File: src/hw/rtl/bed_pkg.sv
`timescale 1ns / 1ps

package bed_pkg;

    localparam int POSITION_BITS = 16;
    localparam int COLUMN_BITS   = 16;
    localparam int CHAR_BITS     = 8;
    localparam int STATUS_BITS   = 3;
    localparam int NIBBLE_BITS   = 4;

    localparam logic [POSITION_BITS-1:0] POSITION_TOP = {POSITION_BITS{1'b1}};
    localparam logic [COLUMN_BITS-1:0]   COLUMN_TOP   = {COLUMN_BITS{1'b1}};

    localparam logic [CHAR_BITS-1:0] CH_BACKSLASH = 8'h5C;
    localparam logic [CHAR_BITS-1:0] CH_S         = 8'h73;
    localparam logic [CHAR_BITS-1:0] CH_T         = 8'h74;
    localparam logic [CHAR_BITS-1:0] CH_N         = 8'h6E;
    localparam logic [CHAR_BITS-1:0] CH_R         = 8'h72;
    localparam logic [CHAR_BITS-1:0] CH_X         = 8'h78;
    localparam logic [CHAR_BITS-1:0] CH_SPACE     = 8'h20;
    localparam logic [CHAR_BITS-1:0] CH_TAB       = 8'h09;
    localparam logic [CHAR_BITS-1:0] CH_NEWLINE   = 8'h0A;
    localparam logic [CHAR_BITS-1:0] CH_RETURN    = 8'h0D;

    typedef enum logic [2:0] {
        MODE_NORMAL   = 3'd0,
        MODE_ESCAPE   = 3'd1,
        MODE_HEX_HIGH = 3'd2,
        MODE_HEX_LOW  = 3'd3,
        MODE_DISCARD  = 3'd4
    } t_mode;

    typedef enum logic [STATUS_BITS-1:0] {
        ST_OK                = 3'd0,
        ST_UNFINISHED_ESCAPE = 3'd1,
        ST_UNFINISHED_HEX    = 3'd2,
        ST_INVALID_HEX       = 3'd3,
        ST_INVALID_ESCAPE    = 3'd4
    } t_status;

    typedef struct packed {
        logic                   vld;
        logic [CHAR_BITS-1:0]   ch;
        t_status                status;
        logic [COLUMN_BITS-1:0] col;
        logic                   last;
    } t_result;

    // Clamp a byte position to the reported column width.
    function automatic logic [COLUMN_BITS-1:0] column_of(input logic [POSITION_BITS-1:0] pos);
        logic [31:0] w;
        w = 32'(pos);
        if (w > 32'(COLUMN_TOP)) begin
            return COLUMN_TOP;
        end
        return w[COLUMN_BITS-1:0];
    endfunction

    // Return {is_hex, value} for one ASCII byte.
    function automatic logic [NIBBLE_BITS:0] hex_nibble(input logic [CHAR_BITS-1:0] c);
        logic [CHAR_BITS-1:0] d;
        d = 8'h00;
        if (c >= 8'h30 && c <= 8'h39) begin
            d = c - 8'h30;
            return {1'b1, d[NIBBLE_BITS-1:0]};
        end
        if (c >= 8'h61 && c <= 8'h66) begin
            d = c - 8'h57;
            return {1'b1, d[NIBBLE_BITS-1:0]};
        end
        if (c >= 8'h41 && c <= 8'h46) begin
            d = c - 8'h37;
            return {1'b1, d[NIBBLE_BITS-1:0]};
        end
        return {1'b0, d[NIBBLE_BITS-1:0]};
    endfunction

endpackage

File: src/hw/rtl/backslash_escape_decoder_core.sv
`timescale 1ns / 1ps
// Channel | Handshake                     | Word fields
// input   | i_in_valid  / o_in_ready      | i_in_char[7:0], i_in_last
// output  | o_out_valid / i_out_ready     | o_out_char[7:0], o_status[2:0],
//         |                               | o_error_column[15:0], o_out_last
//
// One word per cycle while the result side does not stall. An accepted word is held
// in the input register, then decoded into the result register, which drives
// o_out_valid.
// While the result register holds a stalled word, input continues until a word
// that yields a result waits in the input register.
// Synchronous active-low reset clears valids and the decoder mode/position.
// Escape prefixes and discarded words produce no output word.

module backslash_escape_decoder_core (
    input  logic                              i_clk,
    input  logic                              i_rst_n,
    input  logic                              i_in_valid,
    output logic                              o_in_ready,
    input  logic [bed_pkg::CHAR_BITS-1:0]     i_in_char,
    input  logic                              i_in_last,
    output logic                              o_out_valid,
    input  logic                              i_out_ready,
    output logic [bed_pkg::CHAR_BITS-1:0]     o_out_char,
    output logic [bed_pkg::STATUS_BITS-1:0]   o_status,
    output logic [bed_pkg::COLUMN_BITS-1:0]   o_error_column,
    output logic                              o_out_last
);

    // input register
    logic                          r_in_valid;
    logic [bed_pkg::CHAR_BITS-1:0] r_in_char;
    logic                          r_in_last;

    logic                          advance;
    logic                          can_load;
    bed_pkg::t_result              res;

    // Advance the held word when its result (if any) has a place to go.
    // Words that produce nothing advance regardless of the output side.
    assign advance    = r_in_valid && (!res.vld || can_load);
    assign o_in_ready = !r_in_valid || advance;

    always_ff @(posedge i_clk) begin
        if (!i_rst_n) begin
            r_in_valid <= 1'b0;
        end else if (o_in_ready) begin
            r_in_valid <= i_in_valid;
        end
    end

    always_ff @(posedge i_clk) begin
        if (o_in_ready && i_in_valid) begin
            r_in_char <= i_in_char;
            r_in_last <= i_in_last;
        end
    end

    // Mode, hex nibble and position advance only with the word.
    bed_decode u_decode (
        .i_clk     (i_clk),
        .i_rst_n   (i_rst_n),
        .i_advance (advance),
        .i_char    (r_in_char),
        .i_last    (r_in_last),
        .o_res     (res)
    );

    // Result register; holds its word while the sink stalls.
    bed_out_reg u_out (
        .i_clk      (i_clk),
        .i_rst_n    (i_rst_n),
        .i_load     (advance && res.vld),
        .i_res      (res),
        .o_can_load (can_load),
        .o_valid    (o_out_valid),
        .i_ready    (i_out_ready),
        .o_char     (o_out_char),
        .o_status   (o_status),
        .o_col      (o_error_column),
        .o_last     (o_out_last)
    );

endmodule

File: src/hw/rtl/bed_decode.sv
`timescale 1ns / 1ps

module bed_decode (
    input  logic                             i_clk,
    input  logic                             i_rst_n,
    input  logic                             i_advance,
    input  logic [bed_pkg::CHAR_BITS-1:0]    i_char,
    input  logic                             i_last,
    output bed_pkg::t_result                 o_res
);

    bed_pkg::t_mode                          r_mode, n_mode;
    logic [bed_pkg::NIBBLE_BITS-1:0]         r_nibble, n_nibble;
    logic [bed_pkg::POSITION_BITS-1:0]       r_pos, n_pos;
    logic [bed_pkg::COLUMN_BITS-1:0]         r_hex_col, n_hex_col;
    logic [bed_pkg::NIBBLE_BITS:0]           hex;
    bed_pkg::t_result                        res;

    always_ff @(posedge i_clk) begin
        if (!i_rst_n) begin
            r_mode    <= bed_pkg::MODE_NORMAL;
            r_nibble  <= '0;
            r_pos     <= '0;
            r_hex_col <= '0;
        end else if (i_advance) begin
            r_mode    <= n_mode;
            r_nibble  <= n_nibble;
            r_pos     <= n_pos;
            r_hex_col <= n_hex_col;
        end
    end

    always_comb begin
        n_mode     = r_mode;
        n_nibble   = r_nibble;
        n_hex_col  = r_hex_col;
        hex        = bed_pkg::hex_nibble(i_char);
        res.vld    = 1'b0;
        res.ch     = '0;
        res.status = bed_pkg::ST_OK;
        res.col    = '0;
        res.last   = 1'b1;

        unique case (r_mode)
            bed_pkg::MODE_NORMAL: begin
                if (i_char != bed_pkg::CH_BACKSLASH) begin
                    res.vld  = 1'b1;
                    res.ch   = i_char;
                    res.last = i_last;
                end else if (i_last) begin
                    res.vld    = 1'b1;
                    res.status = bed_pkg::ST_UNFINISHED_ESCAPE;
                end else begin
                    n_mode = bed_pkg::MODE_ESCAPE;
                end
            end
            bed_pkg::MODE_ESCAPE: begin
                n_mode   = bed_pkg::MODE_NORMAL;
                res.vld  = 1'b1;
                res.last = i_last;
                unique case (i_char)
                    bed_pkg::CH_S:         res.ch = bed_pkg::CH_SPACE;
                    bed_pkg::CH_T:         res.ch = bed_pkg::CH_TAB;
                    bed_pkg::CH_N:         res.ch = bed_pkg::CH_NEWLINE;
                    bed_pkg::CH_R:         res.ch = bed_pkg::CH_RETURN;
                    bed_pkg::CH_BACKSLASH: res.ch = bed_pkg::CH_BACKSLASH;
                    bed_pkg::CH_X: begin
                        n_hex_col = bed_pkg::column_of(r_pos);
                        if (i_last) begin
                            res.status = bed_pkg::ST_UNFINISHED_HEX;
                            res.col    = bed_pkg::column_of(r_pos);
                        end else begin
                            res.vld = 1'b0;
                            n_mode  = bed_pkg::MODE_HEX_HIGH;
                        end
                    end
                    default: begin
                        res.status = bed_pkg::ST_INVALID_ESCAPE;
                        res.col    = bed_pkg::column_of(r_pos);
                        res.last   = 1'b1;
                        n_mode     = bed_pkg::MODE_DISCARD;
                    end
                endcase
            end
            bed_pkg::MODE_HEX_HIGH: begin
                if (i_last) begin
                    res.vld    = 1'b1;
                    res.status = bed_pkg::ST_UNFINISHED_HEX;
                    res.col    = r_hex_col;
                end else if (!hex[bed_pkg::NIBBLE_BITS]) begin
                    res.vld    = 1'b1;
                    res.status = bed_pkg::ST_INVALID_HEX;
                    res.col    = r_hex_col;
                    n_mode     = bed_pkg::MODE_DISCARD;
                end else begin
                    n_nibble = hex[bed_pkg::NIBBLE_BITS-1:0];
                    n_mode   = bed_pkg::MODE_HEX_LOW;
                end
            end
            bed_pkg::MODE_HEX_LOW: begin
                res.vld = 1'b1;
                n_mode  = bed_pkg::MODE_NORMAL;
                if (!hex[bed_pkg::NIBBLE_BITS]) begin
                    res.status = bed_pkg::ST_INVALID_HEX;
                    res.col    = r_hex_col;
                    n_mode     = bed_pkg::MODE_DISCARD;
                end else begin
                    res.ch   = {r_nibble, hex[bed_pkg::NIBBLE_BITS-1:0]};
                    res.last = i_last;
                end
            end
            bed_pkg::MODE_DISCARD: begin
                // drop everything up to the end of the string
            end
            default: begin
                n_mode = bed_pkg::MODE_NORMAL;
            end
        endcase

        if (i_last) begin
            n_mode = bed_pkg::MODE_NORMAL;
            n_pos  = '0;
        end else if (r_pos != bed_pkg::POSITION_TOP) begin
            n_pos = r_pos + bed_pkg::POSITION_BITS'(1);
        end else begin
            n_pos = r_pos;
        end
    end

    assign o_res = res;

endmodule

File: src/hw/rtl/bed_out_reg.sv
`timescale 1ns / 1ps

module bed_out_reg (
    input  logic                              i_clk,
    input  logic                              i_rst_n,
    input  logic                              i_load,
    input  bed_pkg::t_result                  i_res,
    output logic                              o_can_load,
    output logic                              o_valid,
    input  logic                              i_ready,
    output logic [bed_pkg::CHAR_BITS-1:0]     o_char,
    output logic [bed_pkg::STATUS_BITS-1:0]   o_status,
    output logic [bed_pkg::COLUMN_BITS-1:0]   o_col,
    output logic                              o_last
);

    logic             r_valid;
    bed_pkg::t_result r_res;

    // free when empty or draining this cycle
    assign o_can_load = !r_valid || i_ready;

    always_ff @(posedge i_clk) begin
        if (!i_rst_n) begin
            r_valid <= 1'b0;
        end else if (o_can_load) begin
            r_valid <= i_load;
        end
    end

    always_ff @(posedge i_clk) begin
        if (o_can_load && i_load) begin
            r_res <= i_res;
        end
    end

    assign o_valid  = r_valid;
    assign o_char   = r_res.ch;
    assign o_status = r_res.status;
    assign o_col    = r_res.col;
    assign o_last   = r_res.last;

endmodule

File: config.mk
export PLATFORM = sky130hd
export DESIGN_NAME = backslash_escape_decoder_core
export DESIGN_NICKNAME = d
export VERILOG_FILES = /design/src/hw/rtl/bed_pkg.sv /design/src/hw/rtl/backslash_escape_decoder_core.sv /design/src/hw/rtl/bed_decode.sv /design/src/hw/rtl/bed_out_reg.sv
export SDC_FILE = /design/constraint.sdc
export NUM_CORES = 1
export LEC_CHECK = 0
export ABC_CLOCK_PERIOD_IN_PS = 6010
export BUFFER_PORTS_ARGS = -buffer_cell sky130_fd_sc_hd__buf_4
export CORE_MARGIN = 4
export CORE_UTILIZATION = 63
export DETAILED_ROUTE_END_ITERATION = 6
export PLACE_DENSITY = 0.9
export SLEW_MARGIN = 20
export SYNTH_ARGS = -nofsm -noshare
export SYNTH_HDL_FRONTEND = slang
export SYNTH_SLANG_ARGS = --single-unit
File: constraint.sdc
create_clock -name i_clk -period 6.01 [get_ports i_clk]
set_clock_uncertainty 0.15 [all_clocks]
set_input_delay 1.202 -clock i_clk [delete_from_list [all_inputs] [get_ports i_clk]]
set_output_delay 1.202 -clock i_clk [all_outputs]
set_load 0.005 [all_outputs]
Word-level counts from Yosys, hierarchy flattened
Cells that the tools add are included.
{"block": "word_totals", "regBits": 78, "input_bits": 13, "out_inout_bits": 30, "word_cells": 103}
{"block": "classes", "addsub": 4, "magnitude_cmp": 6, "n_eq_ne": 14, "mux": 45, "bitwise_logic": 1, "n_reduce_logical": 21}
{"op": "$eq A8 B7 Y1 const B", "count": 6}
{"op": "$pmux W16 S3", "count": 1}
{"op": "$pmux W19 S2", "count": 1}
{"op": "$mux W18", "count": 2}
{"op": "$pmux W7 S5", "count": 1}
{"op": "$mux W16", "count": 2}
{"op": "$mux W5", "count": 6}
{"op": "$pmux W8 S3", "count": 1}
{"op": "$mux W19", "count": 1}
{"op": "$add A16 B1 Y16 const B", "count": 1}
{"op": "$ge A8 B7 Y1 const B", "count": 2}
{"op": "$le A8 B7 Y1 const B", "count": 2}
{"op": "$mux W8", "count": 2}
{"op": "$ne A16 B16 Y1 const B", "count": 1}
{"op": "$mux W1", "count": 15}
{"op": "$mux W3", "count": 5}
{"op": "$pmux W3 S5", "count": 1}
{"op": "$mux W4", "count": 3}
{"op": "$pmux W3 S4", "count": 1}
{"op": "$ge A8 B6 Y1 const B", "count": 1}
{"op": "$le A8 B6 Y1 const B", "count": 1}
{"op": "$ne A8 B7 Y1 const B", "count": 1}
{"op": "$sub A4 B3 Y4 const B", "count": 2}
{"op": "$logic_and A1 B1 Y1", "count": 7}
{"op": "other kinds (19)", "count": 25}

Longest topological paths before layout
{"block": "depth", "word_depth": 17, "mapped_depth": 10, "depth_no_buf": 8}

Modules after synthesis
From an unflattened synthesis, not the netlist that was laid out.
{"block": "unflattened", "cells_unflattened": 342, "area_unflattened_um2": 3773.6}
{"mod": "bed_decode", "n_inst": 1, "cells_per_inst": 292, "area_per_inst_um2": 2522.4}
{"mod": "bed_out_reg", "n_inst": 1, "cells_per_inst": 33, "area_per_inst_um2": 898.4}
{"mod": "backslash_escape_decoder_core", "n_inst": 1, "cells_per_inst": 17, "area_per_inst_um2": 352.8}

Least setup slack after synthesis
Ideal clock, no wire load.
{"block": "synth_timing", "kind": "reg-to-reg", "from": "register r_in_char[0] in the netlist's numbering", "to": "register u_out.r_res (netlist bit u_out.o_char[0]), enable pin", "arrival_time_ns": 2.848, "setup_slack_ns": 2.595, "stages_incl_launch_ff": 8, "n_path_buf": 0, "period_less_slack_ns": 3.415, "cell_sequence": "edfxtp_1 inv_1 ha_1 nor3b_1 nor4_4 a211oi_1 o21ai_0 nor2b_1"}
{"block": "synth_via", "elab_chain_cells": 16, "word_cells_on_any_way": 32, "classes_between": "order compare (6); eq/ne (2); mux (16); reduce/logical (8)"}
{"item": "start: declaration", "line_no": "backslash_escape_decoder_core.sv:32", "source": "logic [bed_pkg::CHAR_BITS-1:0] r_in_char;"}
{"item": "start signal: assignment", "line_no": "backslash_escape_decoder_core.sv:54", "source": "r_in_char <= i_in_char;"}
{"item": "$ge A8 B7 Y1 / $le A8 B7 Y1 (equally long branches)", "line_no": "bed_pkg.sv:71", "source": "if (c >= 8'h41 && c <= 8'h46) begin"}
{"item": "$logic_and A1 B1 Y1", "line_no": "bed_pkg.sv:71"}
{"item": "$mux W1 (2 in a row)", "line_no": "bed_pkg.sv:71"}
{"item": "$mux W1", "line_no": "bed_pkg.sv:67", "source": "if (c >= 8'h61 && c <= 8'h66) begin"}
{"item": "$mux W5", "line_no": "bed_pkg.sv:75", "source": "return {1'b0, d[NIBBLE_BITS-1:0]};"}
{"item": "$mux W5", "line_no": "bed_pkg.sv:71"}
{"item": "$mux W5", "line_no": "bed_pkg.sv:67"}
{"item": "$mux W1", "line_no": "bed_decode.sv:90", "source": "end else if (!hex[bed_pkg::NIBBLE_BITS]) begin"}
{"item": "$mux W1", "line_no": "bed_decode.sv:86", "source": "if (i_last) begin"}
{"item": "$pmux W1 S4 (*)", "line_no": "bed_decode.sv:44", "source": "unique case (r_mode)"}
{"item": "$logic_not A1 Y1", "line_no": "backslash_escape_decoder_core.sv:41", "source": "assign advance = r_in_valid && (!res.vld || can_load);"}
{"item": "$logic_or A1 B1 Y1", "line_no": "backslash_escape_decoder_core.sv:41"}
{"item": "$logic_and A1 B1 Y1", "line_no": "backslash_escape_decoder_core.sv:41"}
{"item": "$logic_and A1 B1 Y1 (*)", "line_no": "backslash_escape_decoder_core.sv:73", "source": ".i_load (advance && res.vld),"}
{"item": "$logic_and A1 B1 Y1 (*)", "line_no": "bed_out_reg.sv:32", "source": "if (o_can_load && i_load) begin"}
{"item": "end signal: assignment", "line_no": "bed_out_reg.sv:33", "source": "r_res <= i_res;"}
{"item": "end: declaration", "line_no": "bed_out_reg.sv:18", "source": "bed_pkg::t_result r_res;"}
Mark *: on every way between the ends. The rest lies on a longest branch, timed or not. The select of a mux whose other input is x is not followed.
A chain may end at the register's enable or synchronous reset.

Final worst setup path
{"block": "layout_timing", "from": "register r_in_char[0] in the netlist's numbering", "to": "output o_in_ready"}
{"block": "layout_via", "elab_chain_cells": 15, "word_cells_on_any_way": 31, "classes_between": "order compare (6); eq/ne (2); mux (16); reduce/logical (7)"}
{"item": "$ge A8 B7 Y1 / $le A8 B7 Y1 (equally long branches)", "line_no": "bed_pkg.sv:71"}
{"item": "$logic_and A1 B1 Y1", "line_no": "bed_pkg.sv:71"}
{"item": "$mux W1 (2 in a row)", "line_no": "bed_pkg.sv:71"}
{"item": "$mux W1", "line_no": "bed_pkg.sv:67"}
{"item": "$mux W5", "line_no": "bed_pkg.sv:75"}
{"item": "$mux W5", "line_no": "bed_pkg.sv:71"}
{"item": "$mux W5", "line_no": "bed_pkg.sv:67"}
{"item": "$mux W1", "line_no": "bed_decode.sv:90"}
{"item": "$mux W1", "line_no": "bed_decode.sv:86"}
{"item": "$pmux W1 S4 (*)", "line_no": "bed_decode.sv:44"}
{"item": "$logic_not A1 Y1 (*)", "line_no": "backslash_escape_decoder_core.sv:41"}
{"item": "$logic_or A1 B1 Y1 (*)", "line_no": "backslash_escape_decoder_core.sv:41"}
{"item": "$logic_and A1 B1 Y1 (*)", "line_no": "backslash_escape_decoder_core.sv:41"}
{"item": "$logic_or A1 B1 Y1 (*)", "line_no": "backslash_escape_decoder_core.sv:42", "source": "assign o_in_ready = !r_in_valid || advance;"}
{"item": "end: declaration", "line_no": "backslash_escape_decoder_core.sv:19", "source": "output logic o_in_ready,"}
Marked as above.

==> results.json <==
{
  "status": "complete, no violations",
  "vias_per_cell": 6.783,
  "r2r-end": "u_decode.r_pos[6]$_SDFFE_PN0P_",
  "die_w_um": 85.87,
  "path_class": "flip-flop to output pin",
  "dp_hpwl_um": 6020,
  "fin_setup_tns_ns": 0,
  "antenna_found_initial": 0,
  "slew_viol_final": 0,
  "cts_root_buf": "clkbuf_8",
  "grt_pass1_vias": 2997,
  "total_power_uw": 1059,
  "cts_resized": 0,
  "critPathCaptureType": "output pin",
  "fin_crit_sh_pct": 70.41,
  "worst_slew_pin_slew_ns": 0.7984,
  "cts_hold_buf": 0,
  "coreArea_sq_um": 5886,
  "ctsHtreeMaxLevel": 3,
  "synth-edff-count": 37,
  "slowest_stage": "a2111oi_4",
  "whs_ns": 0.3160,
  "crit_chain": "inv_1 -> ha_1 -> o21bai_1 -> a2111oi_4 -> a211oi_1 -> o21ai_0 -> or2_2 -> buf_4",
  "clock-sinks": 78,
  "holdPathEnd": "u_decode.r_hex_col[13]$_SDFFE_PN0P_",
  "dr.pass1.iters": 7,
  "final_nets": 444,
  "postCtsSetupBuffers": 0,
  "vias": 3432,
  "rows": 28,
  "place_congestion": 1.050,
  "final_cells": 506,
  "clk_latency_ns": 0.36,
  "layout-drive-gt1-share_pct": 17.63,
  "clkTransAtPathRegs_ns": 0.09,
  "gr-total-overflow": 0,
  "cap_violations": 0,
  "n_antenna_cell": 0,
  "syn_inst": 396,
  "setup.worst_path.start_class": "flip-flop",
  "ir_drop_mv": 0.1739,
  "ys_async_sr_fraction_pct": 0,
  "synth.top_cells.by_area": "edfxtp_1 29%, dfxtp_1 21%, nand3_1 3.9%",
  "nFillCells": 403,
  "cts_tree": "built",
  "cp.required_ns": 4.66,
  "drcViolationCount": 0,
  "critPathBufInv": 2,
  "drt_wl_total_um": 9118,
  "io_pins": 43,
  "preCtsSetupSlack_ns": 2.242,
  "routedWlPerCell_um": 18.02,
  "rrSetupSlack_ns": 2.57,
  "grt_first_pass_wirelength_um": 14860,
  "die_area_sq_um": 7373,
  "fmax_ghz": 0.2363,
  "critPathTopFamily": "compound AO/OA/AOI/OAI gates",
  "hold-path-cell-count": 2,
  "hold_viol": 0,
  "slowest_delay_ns": 0.64,
  "synth.avg_cell_area_sq_um": 9.646,
  "synthToLayoutAreaGrowth_pct": 14.05,
  "leakage_uw": 0.001479,
  "hp-class": "flip-flop to flip-flop",
  "synth.distinct_cells": 55,
  "report.final.setup_viol": 0,
  "worst_r2r_path_depth": 8,
  "arrival_ns": 2.88,
  "globalRouteTotalUtil_pct": 25.42,
  "cts_max_path_buffers": 2,
  "dp_cells": 490,
  "worst_slack_ns": 1.778,
  "netlist.area_leader.share_pct": 29.09,
  "grt_max_degree": 46,
  "path_max_fanout": 9,
  "reg2reg_from": "r_in_char[0]$_DFFE_PP_",
  "start_util_pct": 64.90,
  "rsz0062_at_grt": "no",
  "drt-initial-drc-count": 513,
  "synth_seq_cells": 78,
  "worstHoldStart": "u_decode.r_hex_col[13]$_SDFFE_PN0P_",
  "syn_area_sq_um": 3820,
  "worst_slew_margin_rel_pct": 46.78,
  "numCtsBuffers": 9,
  "synth_top_cell_by_area": "edfxtp_1",
  "io_buffer_count": 42,
  "synth_ff_type": "dfxtp_1",
  "die_height_um": 85.87,
  "p_per_area_nw_per_um2": 243.1,
  "min_period_ns": 4.232,
  "postRouteAntennaNets": 0,
  "ys_seq_area_share_pct": 50.57,
  "ys_warn_count": 0,
  "syn_nets": 414
}
[worst max path at each step]
| stage | from | endpoint | slack, ns | cells past startpoint |
|---|---|---|---|---|
| floorplan | r_in_char[0]$_DFFE_PP_ | u_out.o_char[0]$_DFFE_PP_ | 2.60 | 7 |
| global placement | r_in_char[0]$_DFFE_PP_ | o_in_ready | 2.39 | 8 |
| detailed placement | r_in_char[0]$_DFFE_PP_ | o_in_ready | 2.24 | 8 |
| CTS | r_in_char[0]$_DFFE_PP_ | o_in_ready | 1.82 | 8 |
| global route | r_in_char[0]$_DFFE_PP_ | o_in_ready | 1.54 | 8 |
| finish | r_in_char[0]$_DFFE_PP_ | o_in_ready | 1.78 | 8 |
[synthesized netlist by cell type (3+ instances only)]
cell type,n
o31ai_1,8
nor2b_1,4
a21oi_1,25
o311ai_1,5
o41ai_1,5
inv_1,12
nand2b_1,3
a22o_1,17
a211oi_1,3
ha_1,5
edfxtp_1,37
or3_1,3
nor3_1,7
or4_1,11
nand2_1,36
a31oi_1,4
or2_2,4
nand4_1,5
o21ai_0,22
nand3_1,30
nand3b_1,3
nor4_1,3
clkbuf_1,18
a22oi_1,3
buf_2,5
nor2_1,26
dfxtp_1,41
o21ai_1,11
and2_1,3
mux2i_1,3
[final cells by class]
class	count	area, sq um	area share [%]
flip-flops and latches	78	1932	44.34
multi-input cells	279	1739	39.92
repair buffers	45	337.8	7.754
clock buffers	9	123.9	2.843
well taps	75	93.84	2.154
clock inverters	7	81.33	1.867
inverters	13	48.80	1.120
[layer usage]
metal  routed length (um)  share of wire [%]  vias up  track usage, %
li1                     -                  -     1571               -
met1                 3725                 41     1581           36.32
met5                    0                  0        -               0
met2                 4157                 46      249           38.26
met3                 1049                 12       31           5.283
met4                  185                2.0        0           9.209
[tightest hold or removal path: stages (launching register included)]
cell	delay (ns)
dfxtp_1	0.32
nand2_1	0.05
o21ai_0	0.06
[report_power, final]
group | total (uW) | leakage [uW] | internal (uW) | switching, uW
sequential | 583 | 0.000691 | 569 | 13.6
combinational | 72.1 | 0.000694 | 29.2 | 42.9
clock | 404 | 0.0000944 | 197 | 207
[state kept, by name, summed over array words and instances, names as in the netlist]
| register | count |
|---|---|
| u_decode.r_hex_col | 16 |
| u_decode.r_pos | 16 |
| u_out.o_col | 16 |
| r_in_char | 8 |
| u_out.o_char | 8 |
| u_decode.r_nibble | 4 |
| u_decode.r_mode | 3 |
| u_out.o_status | 3 |
| r_in_last | 1 |
| r_in_valid | 1 |
| u_out.o_last | 1 |
| u_out.o_valid | 1 |
[logic make-up after synthesis]
| group | synth area share, % |
|---|---|
| compound gates | 21.85 |
| xor+xnor | 0.2293 |
| fa+ha+maj | 1.638 |
| buf+inv | 4.192 |
| flops | 50.57 |
| mux | 0.7861 |
| simple gates | 20.73 |
[layout by cell type, fill, tap and decap left out, types with 5 or more instances in the layout]
cell,n
ha_1,5
a22o_1,17
o41ai_1,5
dfxtp_1,41
nand4_1,5
nor2_1,25
edfxtp_1,37
o31ai_1,8
buf_4,45
o21ai_1,11
nand2_1,36
inv_1,12
a21oi_1,25
nor3_1,7
o21ai_0,22
o311ai_1,5
clkbuf_8,9
nand3_1,30
or4_1,11
[stage by stage]
| stage | instance area [sq um] | util (%) |
|---|---|---|
| global placement | 4149 | 70.49 |
| CTS | 4354 | 73.98 |
| detailed placement | 4149 | 70.49 |
| finish | 4357 | 74.02 |
| floorplan | 3820 | - |
| global route | 4357 | 74.02 |
Power figures use the tool's default switching activity.
